[src/rtl/pitch_scale_quantizer_core_assert.svh]
// Assertion macros shared by the pitch scale quantizer RTL.
`ifndef PITCH_SCALE_QUANTIZER_CORE_ASSERT_SVH
`define PITCH_SCALE_QUANTIZER_CORE_ASSERT_SVH

// Clocked assertion, disabled while reset is held.
`define PSQ_ASSERT(label, clk, rst_n, prop) \
    label: assert property (@(posedge clk) disable iff (!rst_n) (prop)) \
        else $error("pitch scale quantizer assertion failed");

// Clocked assertion that also holds during reset.
`define PSQ_ASSERT_ALWAYS(label, clk, prop) \
    label: assert property (@(posedge clk) (prop)) \
        else $error("pitch scale quantizer assertion failed");

`endif

[src/rtl/psq_pkg.sv]
// Shared types and constants for the pitch scale quantizer.
package psq_pkg;

    localparam int FUNC_W    = 2;
    localparam int PITCH_W   = 15;
    localparam int ENTRIES_W = 8;

    typedef enum logic [FUNC_W-1:0] {
        FUNC_ADD    = 2'd0,
        FUNC_REMOVE = 2'd1,
        FUNC_CLEAR  = 2'd2,
        FUNC_QUERY  = 2'd3
    } t_func;

    typedef struct packed {
        logic busy;
        logic done;
    } t_div_stat;

endpackage

[src/rtl/pitch_scale_quantizer_core.sv]
// Top level of the pitch scale quantizer: sorted pitch table, sequencer and memory.
//
// The block holds a sorted, duplicate-free table of pitches in a single-port-read,
// single-port-write memory of TABLE_DEPTH entries and walks it with a small
// sequencer, at most one memory access per cycle. An item is taken when start is high and
// busy is low; busy then stays high until the result, which appears on the o_
// result ports for exactly one cycle with o_valid high and cannot be held off.
// A single add scans up to the insert point, then shifts the entries above it up
// one place with a read and a write per entry; a periodic add first works out
// pitch mod step in the shared W-bit remainder unit (W = max(15, 7+FRAC_BITS))
// and then repeats the single insert for every occurrence below 128. A remove
// reads each entry once and, for a periodic remove, passes each entry at or above
// the base through the same remainder unit.
// No clearing pass follows reset: the table is sized by its fill count.
`include "pitch_scale_quantizer_core_assert.svh"

module pitch_scale_quantizer_core #(
    parameter int TABLE_DEPTH = 128,
    parameter int FRAC_BITS   = 8
) (
    input  logic                           i_clk,
    input  logic                           i_rst_n,
    input  logic                           start,
    output logic                           busy,
    input  logic [psq_pkg::FUNC_W-1:0]     i_func,
    input  logic [psq_pkg::PITCH_W-1:0]    i_pitch,
    input  logic [psq_pkg::PITCH_W-1:0]    i_step,
    output logic                           o_valid,
    output logic                           o_found,
    output logic [psq_pkg::PITCH_W-1:0]    o_nearest,
    output logic [psq_pkg::ENTRIES_W-1:0]  o_entries,
    output logic                           o_empty_res,
    output logic                           o_overflow
);
    import psq_pkg::*;

    localparam int LIM_SH = 7 + FRAC_BITS;
    localparam int EW     = (LIM_SH > PITCH_W) ? LIM_SH : PITCH_W;
    localparam int AW     = $clog2(TABLE_DEPTH);
    localparam int CW     = $clog2(TABLE_DEPTH + 1);
    localparam logic [EW:0] PITCH_LIMIT = (EW+1)'(1) << LIM_SH;

    typedef enum logic [3:0] {
        S_IDLE, S_BASE, S_INS_CHK, S_INS_RD, S_INS_CMP, S_INS_PLACE,
        S_SH_RD, S_SH_WR, S_INS_NEXT, S_RM_RD, S_RM_CMP, S_RM_DIV,
        S_Q_RD, S_Q_CMP, S_FIN
    } t_state;

    t_state          r_state;
    t_func           r_func;
    logic            r_single;
    logic [EW-1:0]   r_pitch;
    logic [PITCH_W-1:0] r_step;
    logic [EW-1:0]   r_base;
    logic [EW:0]     r_v;
    logic [EW-1:0]   r_e;
    logic [EW-1:0]   r_lo;
    logic [EW-1:0]   r_near;
    logic            r_found;
    logic            r_ovf;
    logic [CW-1:0]   r_count;
    logic [CW-1:0]   r_idx;
    logic [CW-1:0]   r_wr;
    logic [CW-1:0]   r_k;
    logic [CW-1:0]   r_pos;

    logic [EW-1:0]   r_mem [TABLE_DEPTH];
    logic [EW-1:0]   r_rdata;
    logic            mem_re;
    logic            mem_we;
    logic [AW-1:0]   mem_raddr;
    logic [AW-1:0]   mem_waddr;
    logic [EW-1:0]   mem_wdata;

    logic            div_start;
    logic [EW-1:0]   div_dividend;
    t_div_stat       div_stat;
    logic [PITCH_W-1:0] div_rem;

    logic            accept;
    logic [EW-1:0]   d_lo;
    logic [EW-1:0]   d_hi;

    assign busy   = (r_state != S_IDLE);
    assign accept = start && !busy;
    assign d_lo   = r_pitch - r_lo;
    assign d_hi   = r_rdata - r_pitch;

    psq_div #(.DW(EW)) u_div (
        .i_clk      (i_clk),
        .i_rst_n    (i_rst_n),
        .i_start    (div_start),
        .i_dividend (div_dividend),
        .i_divisor  (accept ? i_step : r_step),
        .o_stat     (div_stat),
        .o_rem      (div_rem)
    );

    // Memory and remainder unit control.
    always_comb begin
        mem_re       = 1'b0;
        mem_we       = 1'b0;
        mem_raddr    = r_idx[AW-1:0];
        mem_waddr    = r_wr[AW-1:0];
        mem_wdata    = r_rdata;
        div_start    = 1'b0;
        div_dividend = EW'(i_pitch);
        unique case (r_state)
            S_IDLE: begin
                div_start = accept && (i_step != '0)
                         && ((t_func'(i_func) == FUNC_ADD) || (t_func'(i_func) == FUNC_REMOVE));
            end
            S_INS_RD, S_RM_RD, S_Q_RD: begin
                mem_re = (r_idx != r_count);
            end
            S_SH_RD: begin
                if (r_k == r_pos) begin
                    mem_we    = 1'b1;
                    mem_waddr = r_pos[AW-1:0];
                    mem_wdata = r_v[EW-1:0];
                end else begin
                    mem_re    = 1'b1;
                    mem_raddr = AW'(r_k - 1'b1);
                end
            end
            S_SH_WR: begin
                mem_we    = 1'b1;
                mem_waddr = r_k[AW-1:0];
            end
            S_RM_CMP: begin
                if (r_single) begin
                    mem_we = (r_rdata != r_base);
                end else if (r_rdata < r_base) begin
                    mem_we = 1'b1;
                end else begin
                    div_start    = 1'b1;
                    div_dividend = r_rdata - r_base;
                end
            end
            S_RM_DIV: begin
                mem_we    = div_stat.done && (div_rem != '0);
                mem_wdata = r_e;
            end
            default: begin
            end
        endcase
    end

    always_ff @(posedge i_clk) begin
        if (mem_re) begin
            r_rdata <= r_mem[mem_raddr];
        end
        if (mem_we) begin
            r_mem[mem_waddr] <= mem_wdata;
        end
    end

    always_ff @(posedge i_clk) begin
        if (!i_rst_n) begin
            r_state <= S_IDLE;
            r_count <= '0;
            o_valid <= 1'b0;
        end else begin
            o_valid <= 1'b0;
            unique case (r_state)
                S_IDLE: begin
                    if (accept) begin
                        r_func   <= t_func'(i_func);
                        r_single <= (i_step == '0);
                        r_pitch  <= EW'(i_pitch);
                        r_step   <= i_step;
                        r_found  <= 1'b0;
                        // a query on an empty table echoes the pitch
                        r_near   <= ((t_func'(i_func) == FUNC_QUERY) && (r_count == '0))
                                  ? EW'(i_pitch) : '0;
                        r_ovf    <= 1'b0;
                        r_idx    <= '0;
                        r_wr     <= '0;
                        unique case (t_func'(i_func))
                            FUNC_ADD: begin
                                if (i_step == '0) begin
                                    r_v     <= (EW+1)'(i_pitch);
                                    r_state <= S_INS_RD;
                                end else begin
                                    r_state <= S_BASE;
                                end
                            end
                            FUNC_REMOVE: begin
                                if (i_step == '0) begin
                                    r_base  <= EW'(i_pitch);
                                    r_state <= S_RM_RD;
                                end else begin
                                    r_state <= S_BASE;
                                end
                            end
                            FUNC_CLEAR: begin
                                r_count <= '0;
                                r_state <= S_FIN;
                            end
                            FUNC_QUERY: begin
                                if (r_count == '0) begin
                                    r_state <= S_FIN;
                                end else begin
                                    r_state <= S_Q_RD;
                                end
                            end
                        endcase
                    end
                end
                S_BASE: begin
                    if (div_stat.done) begin
                        r_base <= EW'(div_rem);
                        r_v    <= (EW+1)'(div_rem);
                        if (r_func == FUNC_ADD) begin
                            r_state <= S_INS_CHK;
                        end else begin
                            r_state <= S_RM_RD;
                        end
                    end
                end
                S_INS_CHK: begin
                    r_idx <= '0;
                    if (r_v >= PITCH_LIMIT) begin
                        r_state <= S_FIN;
                    end else begin
                        r_state <= S_INS_RD;
                    end
                end
                S_INS_RD: begin
                    if (r_idx == r_count) begin
                        r_pos   <= r_count;
                        r_state <= S_INS_PLACE;
                    end else begin
                        r_state <= S_INS_CMP;
                    end
                end
                S_INS_CMP: begin
                    priority if ((EW+1)'(r_rdata) < r_v) begin
                        r_idx   <= r_idx + 1'b1;
                        r_state <= S_INS_RD;
                    end else if ((EW+1)'(r_rdata) == r_v) begin
                        r_state <= S_INS_NEXT;
                    end else begin
                        r_pos   <= r_idx;
                        r_state <= S_INS_PLACE;
                    end
                end
                S_INS_PLACE: begin
                    if (r_count >= CW'(TABLE_DEPTH)) begin
                        // drop the new pitch, table is full
                        r_ovf   <= 1'b1;
                        r_state <= S_INS_NEXT;
                    end else begin
                        r_k     <= r_count;
                        r_state <= S_SH_RD;
                    end
                end
                S_SH_RD: begin
                    if (r_k == r_pos) begin
                        r_count <= r_count + 1'b1;
                        r_state <= S_INS_NEXT;
                    end else begin
                        r_state <= S_SH_WR;
                    end
                end
                S_SH_WR: begin
                    r_k     <= r_k - 1'b1;
                    r_state <= S_SH_RD;
                end
                S_INS_NEXT: begin
                    if (r_single) begin
                        r_state <= S_FIN;
                    end else begin
                        r_v     <= r_v + (EW+1)'(r_step);
                        r_state <= S_INS_CHK;
                    end
                end
                S_RM_RD: begin
                    if (r_idx == r_count) begin
                        r_count <= r_wr;
                        r_state <= S_FIN;
                    end else begin
                        r_state <= S_RM_CMP;
                    end
                end
                S_RM_CMP: begin
                    r_e <= r_rdata;
                    if (r_single || (r_rdata < r_base)) begin
                        if (mem_we) begin
                            r_wr <= r_wr + 1'b1;
                        end
                        r_idx   <= r_idx + 1'b1;
                        r_state <= S_RM_RD;
                    end else begin
                        r_state <= S_RM_DIV;
                    end
                end
                S_RM_DIV: begin
                    if (div_stat.done) begin
                        // keep the entry unless it lies on the grid
                        if (div_rem != '0) begin
                            r_wr <= r_wr + 1'b1;
                        end
                        r_idx   <= r_idx + 1'b1;
                        r_state <= S_RM_RD;
                    end
                end
                S_Q_RD: begin
                    if (r_idx == r_count) begin
                        r_near  <= r_lo;
                        r_state <= S_FIN;
                    end else begin
                        r_state <= S_Q_CMP;
                    end
                end
                S_Q_CMP: begin
                    priority if (r_rdata < r_pitch) begin
                        r_lo    <= r_rdata;
                        r_idx   <= r_idx + 1'b1;
                        r_state <= S_Q_RD;
                    end else if (r_rdata == r_pitch) begin
                        r_found <= 1'b1;
                        r_near  <= r_pitch;
                        r_state <= S_FIN;
                    end else if (r_idx == '0) begin
                        r_near  <= r_rdata;
                        r_state <= S_FIN;
                    end else begin
                        r_near  <= (d_lo < d_hi) ? r_lo : r_rdata;
                        r_state <= S_FIN;
                    end
                end
                S_FIN: begin
                    o_valid     <= 1'b1;
                    o_found     <= r_found;
                    o_nearest   <= r_near[PITCH_W-1:0];
                    o_entries   <= ENTRIES_W'(r_count);
                    o_empty_res <= (r_count == '0);
                    o_overflow  <= r_ovf;
                    r_state     <= S_IDLE;
                end
                default: begin
                    r_state <= S_IDLE;
                end
            endcase
        end
    end

    `PSQ_ASSERT(a_count_bound, i_clk, i_rst_n, r_count <= CW'(TABLE_DEPTH))
    `PSQ_ASSERT(a_valid_from_fin, i_clk, i_rst_n, o_valid |-> $past(r_state == S_FIN))
    `PSQ_ASSERT(a_accept_busy, i_clk, i_rst_n, accept |=> busy)
    `PSQ_ASSERT(a_ovf_only_add, i_clk, i_rst_n, (o_valid && o_overflow) |-> (r_func == FUNC_ADD))
    `PSQ_ASSERT_ALWAYS(a_idle_no_div, i_clk, (r_state == S_IDLE) |-> !div_stat.busy)

endmodule

[src/rtl/psq_div.sv]
// Iterative restoring remainder unit: one dividend bit per cycle.
`include "pitch_scale_quantizer_core_assert.svh"

module psq_div #(
    parameter int DW = 16
) (
    input  logic                         i_clk,
    input  logic                         i_rst_n,
    input  logic                         i_start,
    input  logic [DW-1:0]                i_dividend,
    input  logic [psq_pkg::PITCH_W-1:0]  i_divisor,
    output psq_pkg::t_div_stat           o_stat,
    output logic [psq_pkg::PITCH_W-1:0]  o_rem
);
    import psq_pkg::*;

    localparam int CNT_W = $clog2(DW + 1);

    logic [PITCH_W-1:0] r_rem;
    logic [PITCH_W-1:0] r_d;
    logic [DW-1:0]      r_q;
    logic [CNT_W-1:0]   r_cnt;
    logic               r_busy;
    logic               r_done;
    logic [PITCH_W:0]   n_trial;

    always_comb begin
        n_trial = {r_rem, r_q[DW-1]};
    end

    always_ff @(posedge i_clk) begin
        if (!i_rst_n) begin
            r_busy <= 1'b0;
            r_done <= 1'b0;
            r_cnt  <= '0;
        end else begin
            r_done <= 1'b0;
            if (i_start) begin
                r_busy <= 1'b1;
                r_rem  <= '0;
                r_q    <= i_dividend;
                r_d    <= i_divisor;
                r_cnt  <= CNT_W'(DW);
            end else if (r_busy) begin
                // shift in the next bit, subtract when it fits
                if (n_trial >= {1'b0, r_d}) begin
                    r_rem <= PITCH_W'(n_trial - {1'b0, r_d});
                end else begin
                    r_rem <= n_trial[PITCH_W-1:0];
                end
                r_q   <= r_q << 1;
                r_cnt <= r_cnt - 1'b1;
                if (r_cnt == CNT_W'(1)) begin
                    r_busy <= 1'b0;
                    r_done <= 1'b1;
                end
            end
        end
    end

    assign o_stat.busy = r_busy;
    assign o_stat.done = r_done;
    assign o_rem       = r_rem;

    `PSQ_ASSERT(a_div_done_not_busy, i_clk, i_rst_n, r_done |-> !r_busy)
    `PSQ_ASSERT(a_div_done_after_busy, i_clk, i_rst_n, r_done |-> $past(r_busy))
    `PSQ_ASSERT(a_div_cnt_bound, i_clk, i_rst_n, r_busy |-> (r_cnt != '0))

endmodule
[config.mk]
export PLATFORM = sky130hd
export DESIGN_NAME = pitch_scale_quantizer_core
export DESIGN_NICKNAME = d
export VERILOG_FILES = /design/src/rtl/psq_pkg.sv /design/src/rtl/pitch_scale_quantizer_core.sv /design/src/rtl/psq_div.sv
export VERILOG_INCLUDE_DIRS = /design/src /design/src/rtl
export SDC_FILE = /design/constraint.sdc
export NUM_CORES = 2
export LEC_CHECK = 0
export ABC_AREA = 1
export BUFFER_PORTS_ARGS = -buffer_cell sky130_fd_sc_hd__buf_2
export CORE_AREA = 4 4 400 402
export DETAILED_ROUTE_END_ITERATION = 12
export DIE_AREA = 0 0 404 406
export PLACE_DENSITY = 0.8
export SLEW_MARGIN = 20
export SYNTH_ARGS = -nofsm -noshare
export SYNTH_HDL_FRONTEND = slang
export SYNTH_SLANG_ARGS = --single-unit
[constraint.sdc]
create_clock -name i_clk -period 6.4 [get_ports i_clk]
set_input_delay 1.92 -clock i_clk [delete_from_list [all_inputs] [get_ports i_clk]]
set_output_delay 1.92 -clock i_clk [all_outputs]
set_load 0.03 [all_outputs]
==> results.md <==
- Status: finished clean
- Port Buffers: 62
- Register clock-pin slew on the reported worst setup and hold paths: about 0.060 ns
- Number of synthesized register bits: 2168
- DR DRC count: 0
- Largest register FFs: 1920
- Post-detail-place hpwl: about 160000 µm
- Total negative slack: 0 ns
- CP Cell Sequence: inv_1 > ha_1 > inv_1 > fa_1 > a21oi_1 > o21bai_1 > a21oi_1 > o21bai_1 > a21boi_0 > o21ai_0 > a21oi_1 > nor2_1 > nor2_1 > xor2_1 > ha_1 > a21oi_1 > nor2_1 > nor4_1 > nand2_1 > nor2_1 > a21oi_1 > o21ai_0 > o221ai_1
- Crit end category: flip-flop
- Worst Path Required: 6.97 ns
- CTS tree: built
- Initial DRC Count: about 11k
- Worst path slowest cell: nand2_1
- Post-synth cell types: 57
- Initial core utilization: 63.9%
- Layout cell share with drive strength beyond 1: around 6.9%
- Mean post-synth cell area: roughly 10 µm²
- FF-to-FF path depth: 23
- R2R Path Start: r_pitch[0]
- Synth top area share: about 65%
- Post-synthesis cell area: roughly 100000 µm²
- Via Count: 72.8k
- CP max stage delay: about 0.63 ns
- Core ar.: approximately 160000 µm²
- Initial antenna violation count: 3
- Mapped Nets: about 10k
- Top-count cell post-synth: nand2_1
- Pleak: 47.3 nW
- Max clock buf depth: 3
- Synth top area cells: edfxtp_1, nand3_1, nand2_1
- HP Class: flip-flop to flip-flop
- WS Path Type: flip-flop to flip-flop
- Num CTS Buffers: ~210
- Area Overhead vs Synth: 10.4%
- Clk root buf: clkbuf_16
- Top reg by flops: r_mem
- Hold depth: 0
- Overall Power: between 40 and 50 mW
- Clk sink count: approximately 2.2k
- Number of vias per cell: between 5 and 6
- Tcrit/Tclk final: between 80% and 90%
- Pre-Repair DR Iteration Count: 7
- Die X: between 400 and 500 µm
- Setup crit start: r_pitch[0]
- Fmax: slightly below 200 MHz
- CTS hold repair buffers: 0
- Util after Layout: 70.6%
- Boundary pin count: between 60 and 70
- Largest registers: r_mem: 1920 flops, r_v: 16 flops
- Slew @ Worst Pin: ~1.2 ns
- Post-CTS Setup Bufs: 0
- FF-to-FF End: r_near[9]
- Yosys warns: 0
- First-pass GRT wire length: just over 400000 µm
- Pwr dens: 417 nW/µm²
- Vias in the first global route: 71.3k
- GR Overflow Total: 0
- RSZ-0062 raised after global routing: no
- H-tree depth: 4
- Post-Syn Instances: 9981
- GRT Util Overall: about 33%
- Commonest register cell after synthesis: edfxtp_1
- Final Setup Violations: 0
- Layout net count: a little over 10k
- Crit start category: flip-flop
- Final Hold Fails: 0
- Commonest cells in the netlist: nand2_1, edfxtp_1, inv_1
- Register area share after synthesis: approximately two thirds
- Top cell by count, worst path: a21oi_1
- Worst ir drop on vdd: 0.342 mV
- Max Cap Viol: 0
- CTS-repair resized insts: 0
- Die ar.: between 150000 and 200000 µm²
- Antenna Nets Post-Route: 0
- Clk_lat worst skew: roughly 0.86 ns
- Fin. max-slew vios: 0
- Final GP Congestion: 0.966
- Async S/R FF share, synth: 0%
- Die Ht: between 400 and 500 µm
- CP max FO: 28
- Worst EP arrival: around 5.7 ns
- Rel. slew slack: about a fifth
- Tmin final: around 5.2 ns
- Final WL: about 280000 µm
- Floorplan row count: roughly 150
- Worst reg2reg setup slack: about 1.2 ns
- Clock skew: about 0.060 ns
- Hold worst-path end: o_found
- Hold Path Origin: r_found
- Wire per inst: ~23 µm
- Largest net degree at the start of global routing: about 140
- Yosys top cell by area: edfxtp_1
- EDFF count, synth: around 2.1k
## cells in the final DEF, fill, tap and decap left out, types with 6 or more instances in the layout
| master | n |
|---|---|
| xor2_1 | 37 |
| a21oi_1 | 152 |
| nand4_1 | 21 |
| clkbuf_1 | 38 |
| clkbuf_8 | 6 |
| nand2_1 | 2327 |
| nand4_4 | 6 |
| clkinv_1 | 52 |
| bufinv_16 | 17 |
| o221ai_4 | 14 |
| nand3_1 | 1972 |
| nor4_1 | 13 |
| inv_1 | 2062 |
| dfxtp_1 | 19 |
| nor2_1 | 252 |
| buf_2 | 62 |
| a211oi_1 | 9 |
| edfxtp_1 | 2149 |
| clkinv_8 | 8 |
| o211ai_1 | 7 |
| o221ai_1 | 17 |
| a221oi_1 | 10 |
| clkinv_2 | 45 |
| clkbuf_16 | 216 |
| nor2_2 | 18 |
| o21bai_1 | 6 |
| ha_1 | 111 |
| nor3_1 | 25 |
| buf_4 | 214 |
| clkinvlp_4 | 8 |
| xnor2_1 | 25 |
| buf_12 | 33 |
| o21ai_0 | 162 |
| a31oi_1 | 6 |
## per-stage QoR
| stage | cells | cell area [µm²] | hold slack [ns] | setup WS, ns |
|---|---|---|---|---|
| finish | 12276 | 110000 | 0.420 | 1.24 |
| global route | 12275 | 110000 | 0.422 | 0.694 |
| detailed placement | 11875 | 103000 | 0.405 | 1.37 |
| floorplan | 9981 | 99700 | 0.400 | 0.562 |
| CTS | 12274 | 110000 | 0.419 | 1.33 |
| global placement | 11874 | 103000 | 0.407 | 1.29 |
## how the worst max path moves through the flow
| stage | end | slack, ns | cells after the start |
|---|---|---|---|
| detailed placement | r_near[9] | 1.37 | 23 |
| global route | r_near[0] | 0.69 | 23 |
| global placement | r_near[10] | 1.29 | 23 |
| CTS | r_near[9] | 1.33 | 23 |
| floorplan | r_mem[0][10] | 0.56 | 9 |
| finish | r_near[9] | 1.24 | 23 |
## worst max-delay path, delay by kind of cell, from the launching register on
family	cells	cell delay [ns]
and+or+nand+nor	6	1.40
AOI/OAI and AO/OA	11	1.78
adders and majority gates	3	0.87
DFF	1	0.42
xor gates and xnor gates	1	0.21
buffers and inverters	2	0.17
## kinds of logic after synthesis
group | after synthesis | synth area share [%]
and+or+nand+nor | 4658 | 20.3
buffers and inverters | 2551 | 9.97
DFF | 2168 | 65.1
AOI/OAI and AO/OA | 422 | 2.50
adders and majority gates | 116 | 1.49
xor gates and xnor gates | 62 | 0.545
muxes | 4 | 0.0452
## cell type report
type	instances	area (µm²)
Clock inverter	139	1260
Tap cell	2058	2570
Inverter	2076	7820
Fill cell	10392	45900
Multi-Input combinational cell	5262	25300
Timing Repair Buffer	312	2630
Sequential cell	2168	64900
Clock buffer	260	5630
Antenna cell	1	2.50
## power by group
group | leakage, nW | internal, mW | switching [mW]
Combinational | 24.4 | 4.12 | 11.9
Sequential | 19.5 | 17.1 | 0.388
Clock | 3.37 | 6.95 | 5.42
## metal layers
layer / vias up / share of wire (%) / track usage, %
met5: - / 0 / 0
met4: 0 / 6.7 / 20.6
met3: 963 / 12 / 6.69
met2: 4924 / 47 / 53.3
met1: 34137 / 35 / 42.6
li1: 32769 / - / -
No activity file was read; power rests on OpenSTA's default activity.
